File: config.mk
export PLATFORM = sky130hd
export DESIGN_NAME = abpw_front
export DESIGN_NICKNAME = d
export VERILOG_FILES = /design/src/design/abpw_pkg.sv /design/src/design/abpw_front.sv
export SDC_FILE = /design/constraint.sdc
export NUM_CORES = 1
export LEC_CHECK = 0
export BUFFER_PORTS_ARGS = -buffer_cell sky130_fd_sc_hd__buf_2
export CAP_MARGIN = 10
export CELL_PAD_IN_SITES_DETAIL_PLACEMENT = 0
export CELL_PAD_IN_SITES_GLOBAL_PLACEMENT = 1
export CORE_MARGIN = 1.5
export CORE_UTILIZATION = 40
export CTS_BUF_LIST = sky130_fd_sc_hd__clkbuf_16
export DETAILED_ROUTE_END_ITERATION = 6
export HOLD_SLACK_MARGIN = 0.03
export PLACE_DENSITY = 0.8
export SKIP_LAST_GASP = 1
export SLEW_MARGIN = 25
export SYNTH_ARGS = -nofsm -noshare
export SYNTH_HDL_FRONTEND = slang
export SYNTH_SLANG_ARGS = --single-unit
File: constraint.sdc
create_clock -name i_clk -period 7 [get_ports i_clk]
set_clock_uncertainty 0.05 [all_clocks]
set_input_delay 0.7 -clock i_clk [delete_from_list [all_inputs] [get_ports i_clk]]
set_output_delay 0.7 -clock i_clk [all_outputs]
set_load 0.01 [all_outputs]
File: src/design/abpw_pkg.sv
`default_nettype none
// ---------------------------------------------------------------------------
// abpw_pkg
// shared types and constants of the alpha blending pixel writer
// ---------------------------------------------------------------------------
package abpw_pkg;

    localparam int STORE_PIXELS_DEF = 65536;
    localparam int DIM_W            = 9;
    localparam int POS_W            = 16;
    localparam int IDX_W            = 18;   // y*width+x with 9-bit operands
    localparam int PIX_IDX_W        = 16;
    localparam int CFG_IDX_W        = 1;
    localparam int CFG_DATA_W       = 9;
    localparam int QUEUE_DEPTH      = 2;

    localparam logic [DIM_W-1:0] DIM_RESET = 9'd256;

    typedef enum logic [CFG_IDX_W-1:0] {
        REG_WIDTH  = 1'b0,
        REG_HEIGHT = 1'b1
    } t_cfg_reg;

    typedef struct packed {
        logic             ok;
        logic             blend;
        logic [IDX_W-1:0] idx;
        logic [7:0]       blue;
        logic [7:0]       green;
        logic [7:0]       red;
        logic [7:0]       alpha;
    } t_item;

    typedef struct packed {
        logic                 written;
        logic [PIX_IDX_W-1:0] pixel_index;
        logic [7:0]           blue;
        logic [7:0]           green;
        logic [7:0]           red;
        logic [7:0]           alpha;
        logic                 blended;
    } t_result;

endpackage
`default_nettype wire

File: src/design/abpw_front.sv
`default_nettype none
// ---------------------------------------------------------------------------
// abpw_front
// holds the frame size and classifies incoming pixel requests
// ---------------------------------------------------------------------------
module abpw_front #(
    parameter int STORE_PIXELS = abpw_pkg::STORE_PIXELS_DEF
) (
    input  wire logic                            i_clk,
    input  wire logic                            i_rst_n,
    input  wire logic                            i_cfg_valid,
    input  wire logic [abpw_pkg::CFG_IDX_W-1:0]  i_cfg_index,
    input  wire logic [abpw_pkg::CFG_DATA_W-1:0] i_cfg_data,
    input  wire logic [abpw_pkg::POS_W-1:0]      i_pos_x,
    input  wire logic [abpw_pkg::POS_W-1:0]      i_pos_y,
    input  wire logic [7:0]                      i_new_blue,
    input  wire logic [7:0]                      i_new_green,
    input  wire logic [7:0]                      i_new_red,
    input  wire logic [7:0]                      i_new_alpha,
    input  wire logic                            i_blend_enable,
    output abpw_pkg::t_item                      o_item
);

    logic [abpw_pkg::DIM_W-1:0] r_width, r_height;
    logic                       in_x, in_y, neg;
    logic [abpw_pkg::IDX_W-1:0] idx;

    always_ff @(posedge i_clk) begin
        if (!i_rst_n) begin
            r_width  <= abpw_pkg::DIM_RESET;
            r_height <= abpw_pkg::DIM_RESET;
        end else if (i_cfg_valid) begin
            case (abpw_pkg::t_cfg_reg'(i_cfg_index))
                abpw_pkg::REG_WIDTH:  r_width  <= i_cfg_data;
                abpw_pkg::REG_HEIGHT: r_height <= i_cfg_data;
                default: ;
            endcase
        end
    end

    always_comb begin
        neg  = i_pos_x[abpw_pkg::POS_W-1] | i_pos_y[abpw_pkg::POS_W-1];
        in_x = i_pos_x < abpw_pkg::POS_W'(r_width);
        in_y = i_pos_y < abpw_pkg::POS_W'(r_height);
        // inside the frame both coordinates fit in nine bits
        idx  = abpw_pkg::IDX_W'(i_pos_y[abpw_pkg::DIM_W-1:0]) * abpw_pkg::IDX_W'(r_width)
             + abpw_pkg::IDX_W'(i_pos_x[abpw_pkg::DIM_W-1:0]);
        o_item.ok    = !neg && in_x && in_y && (32'(idx) < 32'(STORE_PIXELS));
        o_item.blend = i_blend_enable;
        o_item.idx   = idx;
        o_item.blue  = i_new_blue;
        o_item.green = i_new_green;
        o_item.red   = i_new_red;
        o_item.alpha = i_new_alpha;
    end

endmodule
`default_nettype wire

==> reports/qor.csv <==
stage,metric,value,unit
logic_synthesis,synth-xor-area-share,0.0298,
floorplanning,die_area,11700,um^2
timing,fin_crit_sh,0.901,
setup_path,rrSetupSlack,6.03,ns
cts,cts-root-buf,clkbuf_16,
timing,rsz0062_at_grt,false,
setup_path,critPathKind,input port to output pin,
cts,cts_sinks,18,
logic_synthesis,yosys_warnings,0,
hold_path,hold_path.class,register to register,
timing,setup_violations,0,
global_route,antenna_found_initial,0,
logic_synthesis,synth_ff_type,dfxtp_1,
setup_path,crit_slowest_cell,fa_1,
timing,setup_ws,0.691,ns
logic_synthesis,ys_ff_latch,18,
floorplanning,row_count,38,
global_route,grt_overflow,0,
drt,post_drt_wl_per_cell,14.3,um
job,max_cap_viol_count,0,
cts,ctsHoldBuffers,0,
pwr,leakage,0.00242,uW
drt,first_pass_iters,4,
global_route,grt_pass1_wl,15900,um
timing,fmax,159,MHz
cts,post_cts_buffers,0,
cts,htree_levels,1,
floorplanning,coreArea,10800,um^2
final_layout,drive_gt1_frac,0.138,
final_layout,antennaDiodeCount,0,
final_layout,regArea,360,um^2
timing,worst_pin_slew,0.724,ns
floorplanning,die_y,108,um
cts,clock_tree.buffer_depth,2,
setup_path,path_cells,buf_2 -> nand2_1 -> fa_1 -> inv_1 -> fa_1 -> inv_1 -> fa_1 -> inv_1 -> fa_1 -> inv_1 -> fa_1 -> inv_1 -> ha_1 -> o21ai_1 -> nand2b_1 -> a31oi_4 -> nor4b_1 -> or4_4 -> nor3_2 -> buf_2,
setup_path,crit_path_start_kind,input port,
logic_synthesis,muxShareOfSynthArea,0,
pwr,cellPowerDensity,139,nW/um^2
cts,cts_inserted_buffers,3,
cts,path_clk_slew,0.05,ns
drt,drc_errors,0,
timing,finalCriticalPeriod,6.31,ns
drt,drtAntennaViolNets,0,
setup_path,cp_data_required_time,6.25,ns
logic_synthesis,synthAdderAreaFrac,0.446,
global_route,track_usage,0.169,
floorplanning,die_x,108,um
setup_path,cp.arrival,5.56,ns
floorplanning,initial_utilization,0.408,
place,dp_hpwl,8030,um
final_layout,design_area,4640,um^2
setup_path,worst_path_largest_cell_delay,0.57,ns
timing,hold_viol,0,
final_layout,layout.nets,732,
drt,first_iter_violations,127,
timing,setup_tns,0,ns
logic_synthesis,yosys.area_share.simple,0.189,
final_layout,multiInputGateArea,3450,um^2
drt,routed_wl,9570,um
floorplanning,ioPinCount,130,
logic_synthesis,synth_compound_area_frac,0.118,
logic_synthesis,ys_seq_area_frac,0.0818,
logic_synthesis,yosysUniqueCellTypes,45,
final_layout,fillCellCount,1086,
timing,drv_slew,0,
place,place_area,4560,um^2
cts,cts_tree,done,
pwr,ir_drop,140,uV
setup_path,end_kind,output pin,
run_status,outcome,completed,
timing,slew_headroom,0.516,
logic_synthesis,async_reset_ff_frac,0,
logic_synthesis,synth.avg_cell_area,8.59,um^2
logic_synthesis,syn_nets,715,
global_route,grt_max_degree,19,
place,place.gp.congestion,0.821,
logic_synthesis,synth_top_family_by_area,adder cells,
drt,num_vias,3439,
setup_path,cp_max_fo,10,
drt,routed_via_density,5.15,
place,pre_cts_ws,0.674,ns
cts,clk_latency,0.24,ns
cts,post_cts.resized_instances,0,
final_layout,syn_to_final_growth,5.31,%
global_route,grt_pass1_vias,3454,
logic_synthesis,synthesis.area,4410,um^2
logic_synthesis,synth_edf_count,0,
logic_synthesis,synth_cells,513,
place,io_buffer_count,63,
## power breakdown
group | total (uW) | switching (uW) | internal (uW) | leakage, uW
clock | 110 | 34.9 | 75.0 | 0.0000370
sequential | 117 | 9.17 | 108 | 0.000147
combinational | 418 | 238 | 181 | 0.00224
## worst paths after layout
path,depth (start not counted),start,end
worst max-delay path,20,i_pos_y[5],o_item[51]
worst min register to register,2,r_height[5],r_height[5]
worst min-delay path,2,r_height[5],r_height[5]
worst max register to register,2,r_width[2],r_width[2]
## synthesized netlist by cell type (all sizes together) (2+ instances only)
| cell | count | area (um^2) |
|---|---|---|
| a211oi | 2 | 15.0 |
| clkbuf | 14 | 52.6 |
| a21boi | 17 | 128 |
| nand2 | 67 | 251 |
| nand4 | 5 | 31.3 |
| a31o | 2 | 17.5 |
| nor3 | 3 | 20.0 |
| ha | 69 | 863 |
| xnor2 | 9 | 78.8 |
| fa | 55 | 1100 |
| o21ai | 10 | 50.0 |
| xor2 | 6 | 52.6 |
| buf | 37 | 279 |
| dfxtp | 18 | 360 |
| a21oi | 18 | 90.1 |
| a2111oi | 2 | 17.5 |
| and2 | 59 | 369 |
| nor4 | 4 | 25.0 |
| nand3 | 3 | 15.0 |
| nand2b | 5 | 31.3 |
| inv | 70 | 263 |
| nor2 | 6 | 22.5 |
| nor2b | 2 | 12.5 |
| a21o | 9 | 67.6 |
| a31oi | 2 | 27.5 |
| o211ai | 8 | 65.1 |
## placed cells by master, fill, tap and decap left out, types with 2 or more instances in the layout
cell type	synthesis	final
a2111oi_0	2	2
a211oi_1	2	2
a21boi_0	17	17
a21o_1	9	9
a21oi_1	18	18
and2_1	59	59
buf_2	1	63
clkbuf_16	0	3
dfxtp_1	18	18
fa_1	55	55
ha_1	69	69
inv_1	70	70
nand2_1	67	67
nand2b_1	5	5
nand3_1	3	3
nand4_1	5	5
nor2_1	6	6
nor2b_1	2	2
nor3_1	2	2
nor4_1	4	4
o211ai_1	7	7
o21ai_0	9	9
xnor2_1	9	9
xor2_1	6	6
## per-layer routing
metal  track usage  vias up  share of wire
li1              -     1656              -
met2         0.303       84           0.51
met3        0.0169        8          0.041
met1         0.226     1691           0.44
met4        0.0197        0         0.0048
met5             0        -              0
## cell type report
cell class	instances	area share
multi-input cells	374	0.744
flip-flops and latches	18	0.0777
repair buffers	63	0.0680
inverters	70	0.0566
well taps	140	0.0378
clock buffers	3	0.0162
## kinds of logic (layout without fill, tap and decap cells)
kind of cell             count (synthesis)  count (layout)
XOR/XNOR                                15              15
buffers and inverters                  121             136
flip-flops                              18              18
AO/OA/AOI/OAI                           75              75
AND/OR/NAND/NOR                        160             160
adder cells (fa/ha/maj)                124             124
## registers in the layout (all words and copies together), names as in the netlist
| name | count |
|---|---|
| r_height | 9 |
| r_width | 9 |
## worst max-delay path, delay by kind of cell
kind,cells,cell delay (ns)
AOI/OAI and AO/OA,2,0.33
adders and majority gates,6,2.88
buffers and inverters,7,0.62
and+or+nand+nor,5,1.02
## through the flow
step / power (uW) / cells / util / hold WS, ns
floorplan: 446 / 513 / - / 0.389
detailed placement: 540 / 665 / 0.423 / 0.412
CTS: 654 / 668 / 0.430 / 0.418
global route: 709 / 668 / 0.430 / 0.441
finish: 645 / 668 / 0.430 / 0.414
global placement: 536 / 665 / 0.423 / 0.402
Power figures use the tool's default switching activity.
