$ cat src/design/abpw_pkg.sv
`default_nettype none
// ---------------------------------------------------------------------------
// abpw_pkg
// shared types and constants of the alpha blending pixel writer
// ---------------------------------------------------------------------------
package abpw_pkg;

    localparam int STORE_PIXELS_DEF = 65536;
    localparam int DIM_W            = 9;
    localparam int POS_W            = 16;
    localparam int IDX_W            = 18;   // y*width+x with 9-bit operands
    localparam int PIX_IDX_W        = 16;
    localparam int CFG_IDX_W        = 1;
    localparam int CFG_DATA_W       = 9;
    localparam int QUEUE_DEPTH      = 2;

    localparam logic [DIM_W-1:0] DIM_RESET = 9'd256;

    typedef enum logic [CFG_IDX_W-1:0] {
        REG_WIDTH  = 1'b0,
        REG_HEIGHT = 1'b1
    } t_cfg_reg;

    typedef struct packed {
        logic             ok;
        logic             blend;
        logic [IDX_W-1:0] idx;
        logic [7:0]       blue;
        logic [7:0]       green;
        logic [7:0]       red;
        logic [7:0]       alpha;
    } t_item;

    typedef struct packed {
        logic                 written;
        logic [PIX_IDX_W-1:0] pixel_index;
        logic [7:0]           blue;
        logic [7:0]           green;
        logic [7:0]           red;
        logic [7:0]           alpha;
        logic                 blended;
    } t_result;

endpackage
`default_nettype wire

$ cat src/design/abpw_queue.sv
`default_nettype none
// ---------------------------------------------------------------------------
// abpw_queue
// short queue between the classifying front and the blending back
// ---------------------------------------------------------------------------
module abpw_queue (
    input  wire logic            i_clk,
    input  wire logic            i_rst_n,
    input  wire logic            i_push,
    input  wire abpw_pkg::t_item i_item,
    output logic                 o_full,
    input  wire logic            i_pop,
    output logic                 o_valid,
    output abpw_pkg::t_item      o_item
);

    abpw_pkg::t_item r_slot [abpw_pkg::QUEUE_DEPTH];
    logic            r_wr, r_rd;
    logic [1:0]      r_count;

    assign o_full  = r_count == 2'(abpw_pkg::QUEUE_DEPTH);
    assign o_valid = r_count != 2'd0;
    assign o_item  = r_slot[r_rd];

    always_ff @(posedge i_clk) begin
        if (i_push) r_slot[r_wr] <= i_item;
    end

    always_ff @(posedge i_clk) begin
        if (!i_rst_n) begin
            r_wr    <= 1'b0;
            r_rd    <= 1'b0;
            r_count <= 2'd0;
        end else begin
            if (i_push) r_wr <= ~r_wr;
            if (i_pop)  r_rd <= ~r_rd;
            case ({i_push, i_pop})
                2'b10:   r_count <= r_count + 2'd1;
                2'b01:   r_count <= r_count - 2'd1;
                default: ;
            endcase
        end
    end

endmodule
`default_nettype wire

$ cat config.mk
export PLATFORM = sky130hd
export DESIGN_NAME = abpw_queue
export DESIGN_NICKNAME = d
export VERILOG_FILES = /design/src/design/abpw_pkg.sv /design/src/design/abpw_queue.sv
export SDC_FILE = /design/constraint.sdc
export NUM_CORES = 1
export LEC_CHECK = 0
export BUFFER_PORTS_ARGS = -buffer_cell sky130_fd_sc_hd__buf_4
export CAP_MARGIN = 25
export CORE_AREA = 4 4 99 101
export CTS_CLUSTER_SIZE = 25
export DETAILED_ROUTE_END_ITERATION = 16
export DIE_AREA = 0 0 103 105
export PLACE_DENSITY = 0.78
export SLEW_MARGIN = 20
export SYNTH_ARGS = -nofsm -noshare
export SYNTH_HDL_FRONTEND = slang
export SYNTH_SLANG_ARGS = --single-unit
export TNS_END_PERCENT = 20
$ cat constraint.sdc
create_clock -name i_clk -period 3.22 [get_ports i_clk]
set_clock_uncertainty 0.05 [all_clocks]
set_input_delay 0.161 -clock i_clk [delete_from_list [all_inputs] [get_ports i_clk]]
set_output_delay 0.161 -clock i_clk [all_outputs]
set_load 0.02 [all_outputs]
==> report_table.html <==
<table>
<tr><th>Metric</th><th>Value</th></tr>
<tr><th colspan="2">Status</th></tr>
<tr><td>Run status</td><td>completed</td></tr>
<tr><th colspan="2">Final layout</th></tr>
<tr><td>Number of inserted filler cells in the final layout</td><td>644</td></tr>
<tr><td>Synthesis-to-layout area growth</td><td>42.11%</td></tr>
<tr><td>Ant diodes</td><td>0</td></tr>
<tr><td>Ratio of cells with drive above 1 in the final layout</td><td>51.12%</td></tr>
<tr><td>Final Util</td><td>62.34%</td></tr>
<tr><td>NumNets Final</td><td>411</td></tr>
<tr><th colspan="2">Critical path</th></tr>
<tr><td>Endpoint type of the worst setup path</td><td>output port</td></tr>
<tr><td>Critical Path RT</td><td>3.01 ns</td></tr>
<tr><td>Slowest library cell on the worst path</td><td>sky130_fd_sc_hd__dfxtp_2</td></tr>
<tr><td>Length in cells of the worst reg-to-reg path</td><td>2</td></tr>
<tr><td>Worst Path Class, Setup</td><td>flop to output port</td></tr>
<tr><td>Startpoint type of the worst setup path</td><td>flop</td></tr>
<tr><td>Largest fanout on the critical path</td><td>31</td></tr>
<tr><td>Setup slack, reg-to-reg</td><td>1.39 ns</td></tr>
<tr><td>Critical path's largest stage delay</td><td>0.67 ns</td></tr>
<tr><td>Cell chain of the critical path</td><td>buf_4 -&gt; mux2_2 -&gt; buf_4</td></tr>
<tr><td>Cell repeated most along the worst path</td><td>sky130_fd_sc_hd__buf_4</td></tr>
<tr><td>Data arrival time of the critical path</td><td>2.09 ns</td></tr>
<tr><th colspan="2">Power and ir drop</th></tr>
<tr><td>Worst VDD drop</td><td>0.3859 mV</td></tr>
<tr><td>Net switching component of the power</td><td>673.4 uW</td></tr>
<tr><td>P_leak</td><td>0.002109 uW</td></tr>
<tr><td>Total power consumption of the routed design</td><td>2908 uW</td></tr>
<tr><td>Internal power contribution</td><td>2234 uW</td></tr>
<tr><td>Reg power frac</td><td>57.2%</td></tr>
<tr><td>PD cells</td><td>517.0 mW/mm^2</td></tr>
<tr><td>Gate power share</td><td>16.5%</td></tr>
<tr><td>Share of power burned in the clock network</td><td>26.4%</td></tr>
<tr><td>Switching share of total power</td><td>23.16%</td></tr>
<tr><th colspan="2">Synth</th></tr>
<tr><td>Library cells used by synthesis</td><td>17</td></tr>
<tr><td>Number of synthesized flops with an enable pin</td><td>104</td></tr>
<tr><td>Post-synthesis instance total</td><td>184</td></tr>
<tr><td>Most numerous cell in the Yosys netlist</td><td>sky130_fd_sc_hd__edfxtp_1</td></tr>
<tr><td>Library cell with the largest summed area after synthesis</td><td>sky130_fd_sc_hd__edfxtp_1</td></tr>
<tr><td>Fraction of registers with async set/reset</td><td>0%</td></tr>
<tr><td>Synth warn</td><td>0</td></tr>
<tr><td>Post-synth top area share</td><td>78.91%</td></tr>
<tr><td>Most used standard cells in the synthesized netlist</td><td>104 x sky130_fd_sc_hd__edfxtp_1, 52 x sky130_fd_sc_hd__mux2_2, 6 x sky130_fd_sc_hd__buf_2, 5 x sky130_fd_sc_hd__dfxtp_1, 4 x sky130_fd_sc_hd__and2_1</td></tr>
<tr><td>Portion of the post-synthesis area used by sequential elements</td><td>81.44%</td></tr>
<tr><td>Post-synthesis net count</td><td>241</td></tr>
<tr><td>Number of storage elements in the synthesis netlist</td><td>109</td></tr>
<tr><td>Synth Cell Area</td><td>0.003958 mm^2</td></tr>
<tr><td>Syn avg cell area</td><td>21.51 um^2</td></tr>
<tr><td>Dominant cells by area after synthesis</td><td>sky130_fd_sc_hd__edfxtp_1 79%, sky130_fd_sc_hd__mux2_2 15%, sky130_fd_sc_hd__dfxtp_1 2.5%</td></tr>
<tr><td>Primary FF master, synth</td><td>sky130_fd_sc_hd__edfxtp_1</td></tr>
<tr><th colspan="2">Drt</th></tr>
<tr><td>Total length of routed wires</td><td>7476 um</td></tr>
<tr><td>1st-iter DRT viols</td><td>85</td></tr>
<tr><td>Routed via count</td><td>2171</td></tr>
<tr><td>Detailed-route wire length per cell</td><td>16.01 um</td></tr>
<tr><td>Total iterations of the first detailed-routing run</td><td>4</td></tr>
<tr><td>Detailed-route vias per instance</td><td>4.649</td></tr>
<tr><td>Post-detailed-route count of antenna-violating nets</td><td>0</td></tr>
<tr><td>Residual DRC count</td><td>0</td></tr>
<tr><th colspan="2">Clocking</th></tr>
<tr><td>H-tree depth reported by CTS</td><td>3</td></tr>
<tr><td>Clock-pin transition on the worst setup and hold timing paths</td><td>0.09 ns</td></tr>
<tr><td>Post_cts resized</td><td>0</td></tr>
<tr><td>TritonCTS clock tree</td><td>yes</td></tr>
<tr><td>Number of buffers added by the clock tree synthesis step</td><td>9</td></tr>
<tr><td>Master cell of the clock root buffer</td><td>sky130_fd_sc_hd__clkbuf_8</td></tr>
<tr><td>Worst-Skew Late Latency</td><td>0.35 ns</td></tr>
<tr><td>Number of buffers on the longest clock path</td><td>2</td></tr>
<tr><td>Clock net sink count</td><td>109</td></tr>
<tr><th colspan="2">STA</th></tr>
<tr><td>Transition at the pin with the smallest max-transition slack</td><td>0.7198 ns</td></tr>
<tr><td>Max-slew violations</td><td>0</td></tr>
<tr><td>Headroom to the max-slew limit</td><td>52.02%</td></tr>
<tr><td>Fmax</td><td>0.4353 GHz</td></tr>
<tr><td>Crit path time final</td><td>2.297 ns</td></tr>
<tr><td>Period Utilization, post-route</td><td>71.34%</td></tr>
<tr><td>Count of endpoints failing setup in the final report</td><td>0</td></tr>
<tr><td>Final Hold Violating Endpoints</td><td>0</td></tr>
<tr><td>Unrepaired setup endpoints after global routing</td><td>no</td></tr>
<tr><td>TNS Setup</td><td>0 ns</td></tr>
<tr><th colspan="2">Worst hold path</th></tr>
<tr><td>Worst hold path type</td><td>input pin to flop</td></tr>
<tr><td>Cell depth of the worst hold path</td><td>3</td></tr>
<tr><th colspan="2">GRT</th></tr>
<tr><td>Global-route wire length before repair</td><td>11500 um</td></tr>
<tr><td>Vias in the first global route</td><td>2425</td></tr>
<tr><td>Overall Global Routing Usage</td><td>14.14%</td></tr>
<tr><td>Initial antenna violation count</td><td>0</td></tr>
<tr><td>Maximum number of pins on one net before global-route repair</td><td>54</td></tr>
<tr><td>Sum of overflow across all layers after global routing</td><td>0</td></tr>
<tr><th colspan="2">Die</th></tr>
<tr><td>Effective utilization at floorplan</td><td>43.87%</td></tr>
<tr><td>I/O pins</td><td>110</td></tr>
<tr><td>Vertical die dimension</td><td>105 um</td></tr>
<tr><td>Core region area</td><td>0.009021 mm^2</td></tr>
<tr><td>Die span in x</td><td>103 um</td></tr>
<tr><td>Die footprint</td><td>0.01082 mm^2</td></tr>
<tr><td>Row count</td><td>35</td></tr>
<tr><th colspan="2">Placement</th></tr>
<tr><td>Number of port buffers</td><td>109</td></tr>
<tr><td>Detailed placement HPWL</td><td>4510 um</td></tr>
<tr><td>Final RePlAce weighted congestion</td><td>0.6456</td></tr>
<tr><th colspan="2">Run</th></tr>
<tr><td># Max-Cap Violations</td><td>0</td></tr>
</table>
-- logic make-up after synthesis --
family	after synthesis	synth area share, %
DFF	109	81.44
muxes	52	14.80
and+or+nand+nor	9	1.423
xor gates and xnor gates	3	0.6640
buffers and inverters	7	0.8536
adders and majority gates	1	0.3161
AOI/OAI and AO/OA	3	0.5059
-- cell usage in the layout (no fill, tap or decap), drive strengths merged --
| master | n |
|---|---|
| xnor2 | 2 |
| xor2 | 1 |
| nor2 | 1 |
| a21boi | 1 |
| ha | 1 |
| mux2 | 52 |
| o21ai | 1 |
| dlygate4sd3 | 53 |
| o21a | 1 |
| or2 | 1 |
| clkinvlp | 3 |
| nor2b | 1 |
| bufinv | 1 |
| dfxtp | 5 |
| and2 | 4 |
| edfxtp | 104 |
| inv | 1 |
| or3 | 1 |
| buf | 112 |
| clkbuf | 9 |
| and2b | 1 |
-- final timing paths --
kind | start | to
setup / recovery | flop | o_item[4]
hold reg to reg | r_count[1]$_SDFFE_PN0P_ | r_count[1]$_SDFFE_PN0P_
hold / removal | i_pop | flop
setup reg to reg | r_wr$_SDFFE_PN0P_ | r_slot[1][49]$_DFFE_PP_
-- registers in the layout (all words and copies together) (netlist names), named ones only --
register  flops
r_count       2
r_rd          1
r_slot      104
r_wr          1
-- final cells by class --
type                    instances  area (um^2)  share of cell area, %
flip-flops and latches        109         3224                  57.33
repair buffers                165         1371                  24.38
multi-input cells              68        709.4                  12.61
well taps                     111        138.9                  2.469
clock buffers                   9        123.9                  2.202
clock inverters                 4        52.55                 0.9344
inverters                       1        3.754                0.06674
-- power groups by stage --
| stage | sequential, uW | clock (uW) | combinational, uW |
|---|---|---|---|
| floorplan | 1680 | 0 | 243 |
| global placement | 1690 | 0 | 424 |
| detailed placement | 1700 | 0 | 430 |
| CTS | 1660 | 796 | 483 |
| global route | 1670 | 842 | 511 |
| finish | 1660 | 766 | 479 |
-- per-stage QoR --
stage               cell area, um^2  hold WS [ns]  setup slack [ns]  cells
CTS                            5624       0.08184            0.8642    467
detailed placement             4917        0.2984             1.271    401
global route                   5624       0.09190            0.7865    467
global placement               4917        0.2961             1.264    401
floorplan                      3958        0.2099            0.1878    184
finish                         5624        0.1003            0.9227    467
-- critical path: cells and delay by family, from the launching register on --
family | cells | cell delay, ns
buffers and inverters | 2 | 0.64
flip-flops | 1 | 0.67
multiplexers | 1 | 0.40
-- metal layers --
metal	part of all wire, %	vias up	routed length [um]	track usage, %
li1	-	1051	-	-
met4	1.5	0	111	5.273
met3	5.7	9	426	3.672
met1	39	1050	2879	15.82
met5	0	-	0	0
met2	54	61	4058	25.25
-- what timing repair did --
item                                   CTS  global route
setup buffers                            0             0
hold buffers                            53             0
endpoints found under the hold margin  108             0
No activity file was read; power rests on OpenSTA's default activity.
